## src/sv/bvm_pkg.sv

```systemverilog
`default_nettype none

package bvm_pkg;

    // averaging store and easing
    localparam int AVG_DEPTH      = 8;
    localparam int POS_W          = (AVG_DEPTH > 1) ? $clog2(AVG_DEPTH) : 1;
    localparam int MV_W           = 16;
    localparam int SUM_W          = MV_W + ((AVG_DEPTH > 1) ? $clog2(AVG_DEPTH) : 0);
    localparam int EASE_PERIOD_MS = 500;
    localparam int TIME_W         = 32;

    // scaling constants
    localparam int TUNE_SCALE     = 1000;
    localparam int NOMINAL_RESET  = 3700;
    localparam int MV_MAX         = 65535;

    // configuration register widths
    localparam int VREF_W   = 13;
    localparam int FS_W     = 16;
    localparam int RES_W    = 20;
    localparam int TUNE_W   = 12;
    localparam int IVL_W    = 16;
    localparam int CFG_DW   = 20;
    localparam int CFG_IDX_W = 3;

    // configuration reset values
    localparam int VREF_RESET = 3300;
    localparam int FS_RESET   = 1024;
    localparam int RL_RESET   = 10000;
    localparam int RU_RESET   = 10000;
    localparam int TUNE_RESET = 1000;
    localparam int IVL_RESET  = 20;

    // datapath widths of the serial units
    localparam int ADC_W   = 16;
    localparam int T0_W    = VREF_W + ADC_W;          // vref * adc and its quotient
    localparam int T1_W    = RES_W + 1 + TUNE_W;      // (rl + ru) * tune and its quotient
    localparam int DVD_W   = T1_W;                    // widest dividend
    localparam int DVR_W   = RES_W;                   // widest divisor
    localparam int PROD_W  = T0_W + T1_W;             // t0 * t1
    localparam int DIV_CNT_W = $clog2(DVD_W + 1);
    localparam int MUL_CNT_W = $clog2(T1_W + 1);

    // t0 * t1 at or above this saturates the scaled value
    localparam logic [PROD_W-1:0] SAT_LIMIT = PROD_W'(64'(MV_MAX + 1) * 64'(TUNE_SCALE));
    localparam int SCALE_DVD_W = $clog2(64'(MV_MAX + 1) * 64'(TUNE_SCALE));

    // configuration register indexes
    typedef enum logic [CFG_IDX_W-1:0] {
        CFG_VREF_MV    = 3'd0,
        CFG_FULL_SCALE = 3'd1,
        CFG_R_LOWER    = 3'd2,
        CFG_R_UPPER    = 3'd3,
        CFG_TUNE_MILLI = 3'd4,
        CFG_NOMINAL_MV = 3'd5,
        CFG_INTERVAL   = 3'd6
    } t_cfg_idx;

    // status of a serial arithmetic unit
    typedef struct packed {
        logic busy;
        logic done;
    } t_unit_stat;

endpackage

`default_nettype wire

```

## src/sv/bvm_serial_div.sv

```systemverilog
`default_nettype none

module bvm_serial_div (
    input  wire logic                       i_clk,
    input  wire logic                       i_rst_n,
    input  wire logic                       i_start,
    input  wire logic [bvm_pkg::DVD_W-1:0]  i_dividend,
    input  wire logic [bvm_pkg::DVR_W-1:0]  i_divisor,
    output bvm_pkg::t_unit_stat             o_stat,
    output logic      [bvm_pkg::DVD_W-1:0]  o_quotient
);
    import bvm_pkg::*;

    logic [DVD_W-1:0]     r_quo;
    logic [DVR_W-1:0]     r_rem;
    logic [DVR_W-1:0]     r_div;
    logic [DIV_CNT_W-1:0] r_cnt;
    logic                 r_busy;
    logic                 r_done;

    logic [DVR_W:0]       w_trial;
    logic [DVR_W+1:0]     w_diff;
    logic                 w_ge;

    // restoring step: one quotient bit per cycle
    assign w_trial = {r_rem, r_quo[DVD_W-1]};
    assign w_diff  = {1'b0, w_trial} - {2'b00, r_div};
    assign w_ge    = ~w_diff[DVR_W+1];

    always_ff @(posedge i_clk) begin
        if (!i_rst_n) begin
            r_busy <= 1'b0;
            r_done <= 1'b0;
            r_cnt  <= '0;
        end else begin
            r_done <= 1'b0;
            if (i_start) begin
                r_quo  <= i_dividend;
                r_rem  <= '0;
                r_div  <= i_divisor;
                r_cnt  <= DIV_CNT_W'(DVD_W);
                r_busy <= 1'b1;
            end else if (r_busy) begin
                r_quo <= {r_quo[DVD_W-2:0], w_ge};
                r_rem <= w_ge ? w_diff[DVR_W-1:0] : w_trial[DVR_W-1:0];
                r_cnt <= r_cnt - 1'b1;
                if (r_cnt == DIV_CNT_W'(1)) begin
                    r_busy <= 1'b0;
                    r_done <= 1'b1;
                end
            end
        end
    end

    assign o_stat.busy = r_busy;
    assign o_stat.done = r_done;
    assign o_quotient  = r_quo;

    // a running division keeps a step count
    a_busy_cnt: assert property (@(posedge i_clk) disable iff (!i_rst_n)
        r_busy |-> r_cnt != '0)
        else $error("divider busy with no steps left");

    // partial remainder stays below the divisor
    a_rem_range: assert property (@(posedge i_clk) disable iff (!i_rst_n)
        r_busy |-> r_rem < r_div)
        else $error("divider remainder out of range");

    // done follows the last step
    a_done_last: assert property (@(posedge i_clk) disable iff (!i_rst_n)
        r_done |-> $past(r_busy) && $past(r_cnt) == DIV_CNT_W'(1))
        else $error("divider done without a last step");

endmodule

`default_nettype wire

```

## src/sv/bvm_serial_mul.sv

```systemverilog
`default_nettype none

module bvm_serial_mul (
    input  wire logic                        i_clk,
    input  wire logic                        i_rst_n,
    input  wire logic                        i_start,
    input  wire logic [bvm_pkg::T0_W-1:0]    i_a,
    input  wire logic [bvm_pkg::T1_W-1:0]    i_b,
    output bvm_pkg::t_unit_stat              o_stat,
    output logic      [bvm_pkg::PROD_W-1:0]  o_product
);
    import bvm_pkg::*;

    logic [PROD_W-1:0]    r_p;
    logic [T0_W-1:0]      r_a;
    logic [MUL_CNT_W-1:0] r_cnt;
    logic                 r_busy;
    logic                 r_done;

    logic [T0_W:0]        w_sum;

    // shift-add on the multiplier bits, lsb first
    assign w_sum = {1'b0, r_p[PROD_W-1:T1_W]} + (r_p[0] ? {1'b0, r_a} : '0);

    always_ff @(posedge i_clk) begin
        if (!i_rst_n) begin
            r_busy <= 1'b0;
            r_done <= 1'b0;
            r_cnt  <= '0;
        end else begin
            r_done <= 1'b0;
            if (i_start) begin
                r_p    <= {{T0_W{1'b0}}, i_b};
                r_a    <= i_a;
                r_cnt  <= MUL_CNT_W'(T1_W);
                r_busy <= 1'b1;
            end else if (r_busy) begin
                r_p   <= {w_sum, r_p[T1_W-1:1]};
                r_cnt <= r_cnt - 1'b1;
                if (r_cnt == MUL_CNT_W'(1)) begin
                    r_busy <= 1'b0;
                    r_done <= 1'b1;
                end
            end
        end
    end

    assign o_stat.busy = r_busy;
    assign o_stat.done = r_done;
    assign o_product   = r_p;

endmodule

`default_nettype wire

```

## src/sv/battery_voltage_monitor.sv

```systemverilog
// Battery voltage monitor. Each input beat is a tick with a millisecond time and a raw
// ADC reading; each tick gives exactly one output beat. A tick whose time is at least
// the sample interval past the last sample is scaled to millivolts (vref * adc / full
// scale, times (r_lower + r_upper) * tune / r_lower, over 1000, saturated at 65535),
// pushed into an 8-entry moving average, and at most every 500 ms the eased output
// takes the average. A tick that takes no sample goes from the check state straight
// to emit; a sampling tick goes through load, divide, multiply and scale, with three
// 33-step passes through the one-bit-per-cycle divider and multiplier (two divisions
// side by side, the product, then the division by 1000). One tick is worked at a time;
// a finished beat sits in the output register while the next tick is accepted.
// Configuration writes take effect at once and are made, by the user's rule, while no
// tick is in flight; the block itself leaves this to the user. A nominal write does not refill the average store.
`default_nettype none

module battery_voltage_monitor (
    input  wire logic                           i_clk,
    input  wire logic                           i_rst_n,
    // configuration
    input  wire logic                           i_cfg_wen,
    input  wire logic [bvm_pkg::CFG_IDX_W-1:0]  i_cfg_addr,
    input  wire logic [bvm_pkg::CFG_DW-1:0]     i_cfg_wdata,
    // tick input
    input  wire logic                           i_in_valid,
    output logic                                o_in_ready,
    input  wire logic [bvm_pkg::TIME_W-1:0]     i_now_ms,
    input  wire logic [bvm_pkg::ADC_W-1:0]      i_adc_sample,
    // result output
    output logic                                o_out_valid,
    input  wire logic                           i_out_ready,
    output logic      [bvm_pkg::MV_W-1:0]       o_eased_mv,
    output logic      [bvm_pkg::MV_W-1:0]       o_latest_mv,
    output logic                                o_sampled
);
    import bvm_pkg::*;

    typedef enum logic [2:0] {
        S_IDLE,
        S_CHECK,
        S_LOAD,
        S_DIV,
        S_MUL,
        S_SCALE,
        S_EMIT
    } t_state;

    // configuration registers
    logic [VREF_W-1:0] r_vref_mv;
    logic [FS_W-1:0]   r_full_scale;
    logic [RES_W-1:0]  r_r_lower;
    logic [RES_W-1:0]  r_r_upper;
    logic [TUNE_W-1:0] r_tune_milli;
    logic [MV_W-1:0]   r_nominal_mv;
    logic [IVL_W-1:0]  r_interval;

    // sequencer and tick state
    t_state              r_state;
    logic [TIME_W-1:0]   r_now;
    logic [ADC_W-1:0]    r_adc;
    logic                r_take;
    logic [T0_W-1:0]     r_prod0;
    logic [T1_W-1:0]     r_prod1;
    logic                r_sat;
    logic [MV_W-1:0]     r_v;
    logic [MV_W-1:0]     r_ring [AVG_DEPTH];
    logic [POS_W-1:0]    r_pos;
    logic [SUM_W-1:0]    r_sum;
    logic [TIME_W-1:0]   r_last_sample;
    logic [TIME_W-1:0]   r_last_ease;
    logic [MV_W-1:0]     r_eased;
    logic [MV_W-1:0]     r_latest;
    logic                r_out_valid;
    logic                r_o_sampled;

    // serial unit hookup
    t_unit_stat          w_d0_stat;
    t_unit_stat          w_d1_stat;
    t_unit_stat          w_mul_stat;
    logic [DVD_W-1:0]    w_q0;
    logic [DVD_W-1:0]    w_q1;
    logic [PROD_W-1:0]   w_product;
    logic                w_d0_start;
    logic                w_d1_start;
    logic                w_mul_start;
    logic [DVD_W-1:0]    w_d0_dividend;
    logic [DVR_W-1:0]    w_d0_divisor;
    logic [DVR_W-1:0]    w_d1_divisor;

    logic [TIME_W-1:0]   w_since_sample;
    logic [TIME_W-1:0]   w_since_ease;
    logic                w_in_beat;
    logic                w_emit;
    logic [SUM_W-1:0]    w_new_sum;
    logic [POS_W-1:0]    w_next_pos;

    // configuration write port
    always_ff @(posedge i_clk) begin
        if (!i_rst_n) begin
            r_vref_mv    <= VREF_W'(VREF_RESET);
            r_full_scale <= FS_W'(FS_RESET);
            r_r_lower    <= RES_W'(RL_RESET);
            r_r_upper    <= RES_W'(RU_RESET);
            r_tune_milli <= TUNE_W'(TUNE_RESET);
            r_nominal_mv <= MV_W'(NOMINAL_RESET);
            r_interval   <= IVL_W'(IVL_RESET);
        end else if (i_cfg_wen) begin
            case (i_cfg_addr)
                CFG_VREF_MV:    r_vref_mv    <= i_cfg_wdata[VREF_W-1:0];
                CFG_FULL_SCALE: r_full_scale <= i_cfg_wdata[FS_W-1:0];
                CFG_R_LOWER:    r_r_lower    <= i_cfg_wdata[RES_W-1:0];
                CFG_R_UPPER:    r_r_upper    <= i_cfg_wdata[RES_W-1:0];
                CFG_TUNE_MILLI: r_tune_milli <= i_cfg_wdata[TUNE_W-1:0];
                CFG_NOMINAL_MV: r_nominal_mv <= i_cfg_wdata[MV_W-1:0];
                CFG_INTERVAL:   r_interval   <= i_cfg_wdata[IVL_W-1:0];
                default: ;
            endcase
        end
    end

    // handshakes
    assign o_in_ready = (r_state == S_IDLE);
    assign w_in_beat  = i_in_valid && o_in_ready;
    assign w_emit     = (r_state == S_EMIT) && (!r_out_valid || i_out_ready);

    // elapsed times, wrapping
    assign w_since_sample = r_now - r_last_sample;
    assign w_since_ease   = r_now - r_last_ease;

    // divider 0 does vref*adc / full scale, then the product / 1000
    assign w_d0_start    = (r_state == S_LOAD) || ((r_state == S_MUL) && w_mul_stat.done);
    assign w_d0_dividend = (r_state == S_LOAD) ? DVD_W'(r_prod0)
                                               : DVD_W'(w_product[SCALE_DVD_W-1:0]);
    assign w_d0_divisor  = (r_state == S_LOAD)
                         ? ((r_full_scale == '0) ? DVR_W'(1) : DVR_W'(r_full_scale))
                         : DVR_W'(TUNE_SCALE);

    // divider 1 does (rl + ru) * tune / rl
    assign w_d1_start   = (r_state == S_LOAD);
    assign w_d1_divisor = (r_r_lower == '0) ? DVR_W'(1) : r_r_lower;

    assign w_mul_start = (r_state == S_DIV) && w_d0_stat.done;

    bvm_serial_div u_div0 (
        .i_clk      (i_clk),
        .i_rst_n    (i_rst_n),
        .i_start    (w_d0_start),
        .i_dividend (w_d0_dividend),
        .i_divisor  (w_d0_divisor),
        .o_stat     (w_d0_stat),
        .o_quotient (w_q0)
    );

    bvm_serial_div u_div1 (
        .i_clk      (i_clk),
        .i_rst_n    (i_rst_n),
        .i_start    (w_d1_start),
        .i_dividend (r_prod1),
        .i_divisor  (w_d1_divisor),
        .o_stat     (w_d1_stat),
        .o_quotient (w_q1)
    );

    bvm_serial_mul u_mul (
        .i_clk     (i_clk),
        .i_rst_n   (i_rst_n),
        .i_start   (w_mul_start),
        .i_a       (w_q0[T0_W-1:0]),
        .i_b       (w_q1),
        .o_stat    (w_mul_stat),
        .o_product (w_product)
    );

    // running sum and ring position after this sample
    assign w_new_sum  = r_sum - SUM_W'(r_ring[r_pos]) + SUM_W'(r_v);
    assign w_next_pos = (r_pos == POS_W'(AVG_DEPTH - 1)) ? '0 : r_pos + 1'b1;

    // sequencer, averaging store and output register
    always_ff @(posedge i_clk) begin
        if (!i_rst_n) begin
            r_state       <= S_IDLE;
            r_out_valid   <= 1'b0;
            r_o_sampled   <= 1'b0;
            r_take        <= 1'b0;
            r_pos         <= '0;
            r_sum         <= SUM_W'(AVG_DEPTH * NOMINAL_RESET);
            r_last_sample <= '0;
            r_last_ease   <= '0;
            r_eased       <= MV_W'(NOMINAL_RESET);
            r_latest      <= MV_W'(NOMINAL_RESET);
            for (int i = 0; i < AVG_DEPTH; i++) begin
                r_ring[i] <= MV_W'(NOMINAL_RESET);
            end
        end else begin
            if (r_out_valid && i_out_ready && !w_emit) begin
                r_out_valid <= 1'b0;
            end
            case (r_state)
                S_IDLE: begin
                    if (w_in_beat) begin
                        r_now   <= i_now_ms;
                        r_adc   <= i_adc_sample;
                        r_state <= S_CHECK;
                    end
                end
                S_CHECK: begin
                    r_prod0 <= T0_W'(r_vref_mv) * T0_W'(r_adc);
                    r_prod1 <= T1_W'({1'b0, r_r_lower} + {1'b0, r_r_upper})
                             * T1_W'(r_tune_milli);
                    if (w_since_sample >= TIME_W'(r_interval)) begin
                        r_take  <= 1'b1;
                        r_state <= S_LOAD;
                    end else begin
                        r_take  <= 1'b0;
                        r_state <= S_EMIT;
                    end
                end
                S_LOAD: begin
                    r_state <= S_DIV;
                end
                S_DIV: begin
                    if (w_d0_stat.done) begin
                        r_state <= S_MUL;
                    end
                end
                S_MUL: begin
                    if (w_mul_stat.done) begin
                        r_sat   <= (w_product >= SAT_LIMIT);
                        r_state <= S_SCALE;
                    end
                end
                S_SCALE: begin
                    if (w_d0_stat.done) begin
                        r_v     <= r_sat ? MV_W'(MV_MAX) : w_q0[MV_W-1:0];
                        r_state <= S_EMIT;
                    end
                end
                S_EMIT: begin
                    if (w_emit) begin
                        if (r_take) begin
                            r_last_sample  <= r_now;
                            r_latest       <= r_v;
                            r_sum          <= w_new_sum;
                            r_ring[r_pos]  <= r_v;
                            r_pos          <= w_next_pos;
                            if (w_since_ease >= TIME_W'(EASE_PERIOD_MS)) begin
                                r_last_ease <= r_now;
                                r_eased     <= MV_W'(w_new_sum / AVG_DEPTH);
                            end
                        end
                        r_o_sampled <= r_take;
                        r_out_valid <= 1'b1;
                        r_state     <= S_IDLE;
                    end
                end
                default: begin
                    r_state <= S_IDLE;
                end
            endcase
        end
    end

    assign o_out_valid = r_out_valid;
    assign o_eased_mv  = r_eased;
    assign o_latest_mv = r_latest;
    assign o_sampled   = r_o_sampled;

    // the ring only moves on a sampling beat
    a_pos_on_sample: assert property (@(posedge i_clk) disable iff (!i_rst_n)
        $past(i_rst_n) && !$stable(r_pos) |-> $past(w_emit) && $past(r_take))
        else $error("ring position moved without a sample");

    // a beat that takes no sample leaves the latest value alone
    a_latest_hold: assert property (@(posedge i_clk) disable iff (!i_rst_n)
        w_emit && !r_take |=> $stable(r_latest))
        else $error("latest value changed on a tick without a sample");

    // both dividers run in lockstep during the first pass
    a_div_lockstep: assert property (@(posedge i_clk) disable iff (!i_rst_n)
        (r_state == S_DIV) |-> (w_d0_stat.busy == w_d1_stat.busy)
                             && (w_d0_stat.done == w_d1_stat.done))
        else $error("dividers out of step");

    // a new output beat comes only from the emit step
    a_out_from_emit: assert property (@(posedge i_clk) disable iff (!i_rst_n)
        $past(i_rst_n) && $rose(r_out_valid) |-> $past(r_state == S_EMIT))
        else $error("output beat raised outside the emit step");

endmodule

`default_nettype wire
```

## config.mk

```make
export PLATFORM = sky130hd
export DESIGN_NAME = battery_voltage_monitor
export DESIGN_NICKNAME = d
export VERILOG_FILES = /design/src/sv/bvm_pkg.sv /design/src/sv/bvm_serial_div.sv /design/src/sv/bvm_serial_mul.sv /design/src/sv/battery_voltage_monitor.sv
export SDC_FILE = /design/constraint.sdc
export NUM_CORES = 2
export LEC_CHECK = 0
export ABC_AREA = 0
export BUFFER_PORTS_ARGS = -buffer_cell sky130_fd_sc_hd__buf_2
export CAP_MARGIN = 15
export CELL_PAD_IN_SITES_DETAIL_PLACEMENT = 0
export CELL_PAD_IN_SITES_GLOBAL_PLACEMENT = 1
export CORE_MARGIN = 4
export CORE_UTILIZATION = 50
export CTS_CLUSTER_SIZE = 10
export DETAILED_ROUTE_END_ITERATION = 8
export GPL_TIMING_DRIVEN = 0
export PLACE_DENSITY = 0.87
export SLEW_MARGIN = 10
export SYNTH_ARGS = -nofsm -noshare
export SYNTH_HDL_FRONTEND = slang
export SYNTH_SLANG_ARGS = --single-unit
```

## constraint.sdc

```tcl
create_clock -name i_clk -period 9 [get_ports i_clk]
set_clock_uncertainty 0.05 [all_clocks]
set_input_delay 0 -clock i_clk [delete_from_list [all_inputs] [get_ports i_clk]]
set_output_delay 0 -clock i_clk [all_outputs]
set_load 0.02 [all_outputs]
```

Yosys cells after proc, flatten, opt, wreduce, memory -nomap -nowiden --
Memories as Yosys holds them, arrays and structs flattened. A register that Yosys moved wholly into a read port is not among the register bits. Cells that the tools add are included.
Word-level totals: flip-flop bits (word level) 608, memory bits (writable) 128, input port bits 76, memories kept 1
Cells by class: add/sub/neg operators 12, multiply operators 2, order comparisons 3, eq/ne operators 20, multiplexer cells 53, bitwise operators 6, reductions and logical operators 44
Memory list:
- r_ring | depth 8, width 16, read ports 1, clocked after Yosys merged registers in 1, wr ports 8, RTL line battery_voltage_monitor.sv:64 | logic [MV_W-1:0] r_ring [AVG_DEPTH];
Operators by type and width (number):
- $mux 33 | 5
- $mux 20 | 4
- $sub 32x32->32 | 2
- $ge 62x26->1 const B | 1
- $mux 62 | 1
- $mux 29 | 2
- $sub 21x20->22 | 2
- $mux 6 | 6
- $mul 21x12->33 | 1
- $ge 32x16->1 | 1
- $ge 32x9->1 const B | 1
- $add 29x30->30 | 1
- $mux 3 | 10
- $mul 13x16->29 | 1
- $reduce_and 2->1 | 14
- $mux 1 | 22
- $add 20x20->21 | 1
- $pmux 3 s7 | 1
- $logic_not 20->1 | 1
- $add 19x16->19 | 1
- $sub 19x16->19 | 1
- $eq 3x3->1 const B | 6
- $eq 6x1->1 const B | 3
- $sub 6x1->6 const B | 3
- 20 further kinds | 49

Logic depth before layout (Yosys ltp) --
word-level depth 9, gate-level depth with buffers 33, depth with buffers taken out 32

Cells and area by module --
A second synthesis with hierarchy kept.
Second synthesis, totals: cell total of the unflattened synthesis 5449, area total of the unflattened synthesis 53144.7 µm²
Modules (own cells, without submodules):
- battery_voltage_monitor | instances 1, cells an instance 4202, area an instance 38770.9 µm²
- bvm_serial_div | instances 2, cells an instance 394, area an instance 4464.3 µm²
- bvm_serial_mul | instances 1, cells an instance 459, area an instance 5445.2 µm²

Worst setup path before layout --
Ideal clock, no wire load.
path kind reg2reg, start register r_r_lower[1], end register r_prod1[31], data pin, setup time 257 ps, arrival time 7402 ps, required time 8693 ps, setup slack 1290 ps, cell stages (with the launch flop) 31, buffers on the path 1, clock period less this slack 7710 ps, cell sequence dfxtp_1 ha_1 a21o_1 a21oi_1 o21a_1 o21ai_0 a221oi_1 o21ai_0 or4_1 a211o_1 nand3_1 clkbuf_1 nand2_1 fa_1 inv_1 fa_1 fa_1 fa_1 inv_1 fa_1 inv_1 ha_1 a21o_1 a21oi_1 nor3b_1 o211ai_1 a31oi_1 nor2b_1 o21a_1 o41a_1 xor2_1
Between the ends: longest elaborated chain between the ends 2
Ends and longest elaborated chain:
- start, declared | RTL line battery_voltage_monitor.sv:49 | logic [RES_W-1:0] r_r_lower;
- start signal, assigned | RTL line battery_voltage_monitor.sv:100 | r_r_lower <= RES_W'(RL_RESET);
- start signal, assigned | RTL line battery_voltage_monitor.sv:109 | CFG_R_LOWER: r_r_lower <= i_cfg_wdata[RES_W-1:0];
- $add 20x20->21 | RTL line battery_voltage_monitor.sv:206 | r_prod1 <= T1_W'({1'b0, r_r_lower} + {1'b0, r_r_upper})
- $mul 21x12->33 | RTL line battery_voltage_monitor.sv:207 | * T1_W'(r_tune_milli);
- end signal, assigned | RTL line battery_voltage_monitor.sv:206
- end, declared | RTL line battery_voltage_monitor.sv:61 | logic [T1_W-1:0] r_prod1;
Every way passes these cells. A chain may end at the register's enable or synchronous reset.

Final worst setup path --
start register r_r_lower[9], end register r_prod1[31], data pin
Same word-level chain as after synthesis.

==> results.txt <==
The run finished with clean final reports. The buffers plus inverters on the worst setup path was 4; the final instance area was 0.0584 mm². The critical path is of the reg2reg type.

For the worst setup path, the data arrival time is 9040 ps. The die covers 0.109 mm². Across the whole layout, storage elements account for 0.0196 mm².

In this run, distinct cell masters in the synthesized netlist total 76. Global-route usage over all layers: 0.254. Summing internal, switching and leakage power gives 0.0126 W. The worst register-to-register path begins at r_r_lower[9]$_SDFFE_PN1P_. The area of the multi-input gates came out at 0.0290 mm². The congestion estimate from routability-driven global placement came to 0.915. The tightest min-delay check is of the in2reg type.

Of all nets on the critical path, the largest fanout is 10. For the starting utilization of the core area, the log shows 0.506. The post-DP HPWL came out at 107000 µm.

Following the worst setup path forward leads to its endpoint at r_prod1[31]$_DFFE_PP_. The largest single stage delay on the critical path is 550 ps. The detailed router finished its first iteration with 3305 violations.

The number of global-route vias before repair is 39407, and the final hold violation count is 0. Measured in cells, the most critical reg-to-reg path has a length of 29. By area the synthesized netlist is led by edfxtp_1 (28%), fa_1 (14%), dfxtp_1 (9.5%). Dividing total power by cell area gives a power density of 215 mW/mm². The horizontal extent of the die was 330 µm. For the diode insertion count for antenna repair, the log shows 0. The critical path startpoint was r_r_lower[9]$_SDFFE_PN1P_.

The wire length of the first global-routing pass is 217000 µm, and the logic depth of the worst setup path including buffers is 29. The tools report the total count of max-transition violations in the final report as 0. The detailed-route wire length per cell was 19.3 µm; the area of the mapped netlist was 0.0518 mm². In this run the static leakage power is 24.0 nW.

After detailed routing, the total wire length is 139000 µm. The later pin in the worst-skew pair is clocked with a latency of 650 ps. At the placement stage, the worst setup path has a slack of -127 ps. Across all hold checks on the routed design, the worst slack comes to 34.7 ps. The run gives 0 ps as the sum of negative setup slack. The top cell family by delay on the critical path was adder cells. During I/O placement, the number of pins put on the boundary was 111. Using the TritonRoute via totals, the vias-per-cell ratio works out to 5.55. Setup repair after global routing left no endpoint under its margin. Library cell with the largest summed area after synthesis: edfxtp_1.

STA classifies the critical path startpoint as a flop. The fraction of layout instances using a drive strength above 1 was 0.0641. The cell sitting at the root of the clock tree is a clkbuf_16.

For the post-synthesis sequential area ratio, the log shows 0.378. The top cell type's share of synthesized area came out at 0.283. The first detailed-routing pass ran for 6 iterations. Ranked by instance count, the synthesized netlist is headed by nand2_1 (1116), inv_1 (605), edfxtp_1 (488). The share of the cycle needed by the critical path after routing was 0.968; the pin count of the biggest net entering global routing was 63. Counting along the longest clock path gives a buffer depth of 3.

Setup slack on the critical path of the routed design comes to 284 ps. The number of cells traversed by the worst hold path is 2. The growth of design area from synthesis to finish came out at 12.8%. The final-stage net count is 6540. The run gives 0.242 mV as the maximum vdd drop. The slowest stage of the critical path is the fa_1 cell. Setup violations remaining at the end of the flow were counted as 0.

Across the run, the number of max-cap violations was 0. The initial antenna violation count was 2; the fmax was 0.115 GHz. After clock tree synthesis, the clock-pin slew on the worst setup and hold paths is 60 ps. After global routing the overflow that remains totals 0. The tightest slew margin relative to the limit is 0.244. The area inside the core boundary was 0.102 mm².

The most common cell in the netlist was nand2_1. TritonCTS built the clock tree. The placed instances occupy a cell area of 0.0543 mm².

Dividing the synthesized area by the synthesized cell count gives 9.53 µm². Among all flip-flop cells after synthesis, the most frequent one is edfxtp_1. The count of vias placed by the detailed router was 39947.

For flop-to-flop paths, the worst setup slack is 280 ps. The most frequent cell on the critical path is fa_1. The tree built by TritonCTS fans out to 735 sinks. Synthesis handed over a netlist of 5431 instances. The filler cell count came out at 8867. The number of remaining DRC errors was 0; the post-synth net total was 6208. After synthesis the netlist holds a flip-flop and latch count of 735.

The worst register-to-register path ends at r_prod1[31]$_DFFE_PP_. The die extent in y is 330 µm, and the number of H-tree branching levels is 3. The floorplan has 117 rows. At the pin with the least slew margin, the transition time is 1130 ps.

At the worst endpoint, the required time is 9330 ps. The fraction of registers with async set or reset after synthesis is 0, and the number of nets with antenna violations after detailed routing is 0. The synthesized design contains 488 enable-type register cells. The number of clock buffers added by TritonCTS is 89. The type of destination of the critical path was a flop.

The clock period minus final worst setup slack was 8720 ps; the number of port buffers was 108. For the number of warnings reported in the yosys synthesis log, the log shows 0.
## worst register-to-register path, delay by kind of cell, from the launching register on
family	cells	cell delay, ps
flops	1	470
compound gates	11	2810
xor+xnor	1	150
simple gates	6	1250
fa+ha+maj	7	3270
buf+inv	4	430
## worst min path at each step
stage / startpoint / endpoint / slack, ps
final: i_now_ms[28] / r_now[28]$_DFFE_PP_ / 30
after global routing: i_adc_sample[2] / r_adc[2]$_DFFE_PP_ / 10
after CTS: i_now_ms[4] / r_now[4]$_DFFE_PP_ / 0.7
after detailed placement: i_adc_sample[14] / r_adc[14]$_DFFE_PP_ / 130
after global placement: i_adc_sample[5] / r_adc[5]$_DFFE_PP_ / 130
after floorplan: i_adc_sample[0] / r_adc[0]$_DFFE_PP_ / 50
## placed cells by master (no fill, tap or decap), types with 91 or more instances in the layout
| cell type | synthesis | layout |
|---|---|---|
| a21oi_1 | 337 | 336 |
| and2_1 | 215 | 215 |
| buf_2 | 9 | 119 |
| clkbuf_1 | 242 | 281 |
| clkbuf_16 | 0 | 91 |
| dfxtp_1 | 247 | 247 |
| dlygate4sd3_1 | 0 | 119 |
| edfxtp_1 | 488 | 488 |
| fa_1 | 366 | 366 |
| ha_1 | 335 | 335 |
| inv_1 | 605 | 605 |
| nand2_1 | 1116 | 1116 |
| nor2_1 | 200 | 196 |
| nor3_1 | 112 | 111 |
| o21ai_0 | 126 | 120 |
| xnor2_1 | 116 | 115 |
## where the power goes
part	internal (W)	total, W	switching [W]
clock network	0.00205	0.00346	0.00141
registers	0.00404	0.00417	0.000134
logic	0.00189	0.00494	0.00305
total	0.00798	0.0126	0.00460
## metrics by stage
step                 util  cells
finish              0.571   7204
global placement    0.528   6907
global route        0.571   7204
floorplan               -   5431
CTS                 0.570   7204
detailed placement  0.531   6922
## logic make-up (layout without fill, tap and decap cells)
family,count (synthesis),in the layout,synth area share
compound gates,806,806,0.0973
xor+xnor,169,169,0.0286
fa+ha+maj,701,701,0.222
mux,126,126,0.0326
simple gates,2008,2008,0.176
flops,735,735,0.378
buf+inv,886,1291,0.0645
## registers in the layout, summed over array words and instances (netlist names), 19 cells and up, named ones only
signal,cells
r_last_ease,32
r_last_sample,32
r_now,32
r_prod0,29
r_prod1,33
r_r_lower,20
r_r_upper,20
r_ring,128
r_sum,19
u_div0.o_quotient,33
u_div0.r_rem,20
u_div1.o_quotient,33
u_div1.r_div,20
u_div1.r_rem,20
u_mul.o_product,62
u_mul.r_a,29
## layer usage
layer  GRT usage  vias to the layer above  part of all wire
li1            -                    18863                 -
met1       0.346                    19492              0.43
met2       0.421                     1360              0.47
met3      0.0389                      232             0.069
met4      0.0769                        0             0.030
met5           0                        -                 0
## area by class of cell
class,count,share of cell area
Inverter,621,0.0399
Tap cell,1368,0.0293
Multi-Input combinational cell,3810,0.496
Clock inverter,13,0.00330
Buffer,264,0.0174
Timing Repair Buffer,242,0.0339
Sequential cell,735,0.336
Clock buffer,151,0.0446
## timing repair
item / 4_1_cts / 5_1_grt
gates resized for setup: 2 / 24
setup buffers: 0 / 0
endpoints found under the setup margin: 1 / 6
hold endpoints to repair: 150 / 1
gates cloned: 0 / 0
hold buffers: 118 / 1
Note: power is estimated with default switching activity, not from simulation.
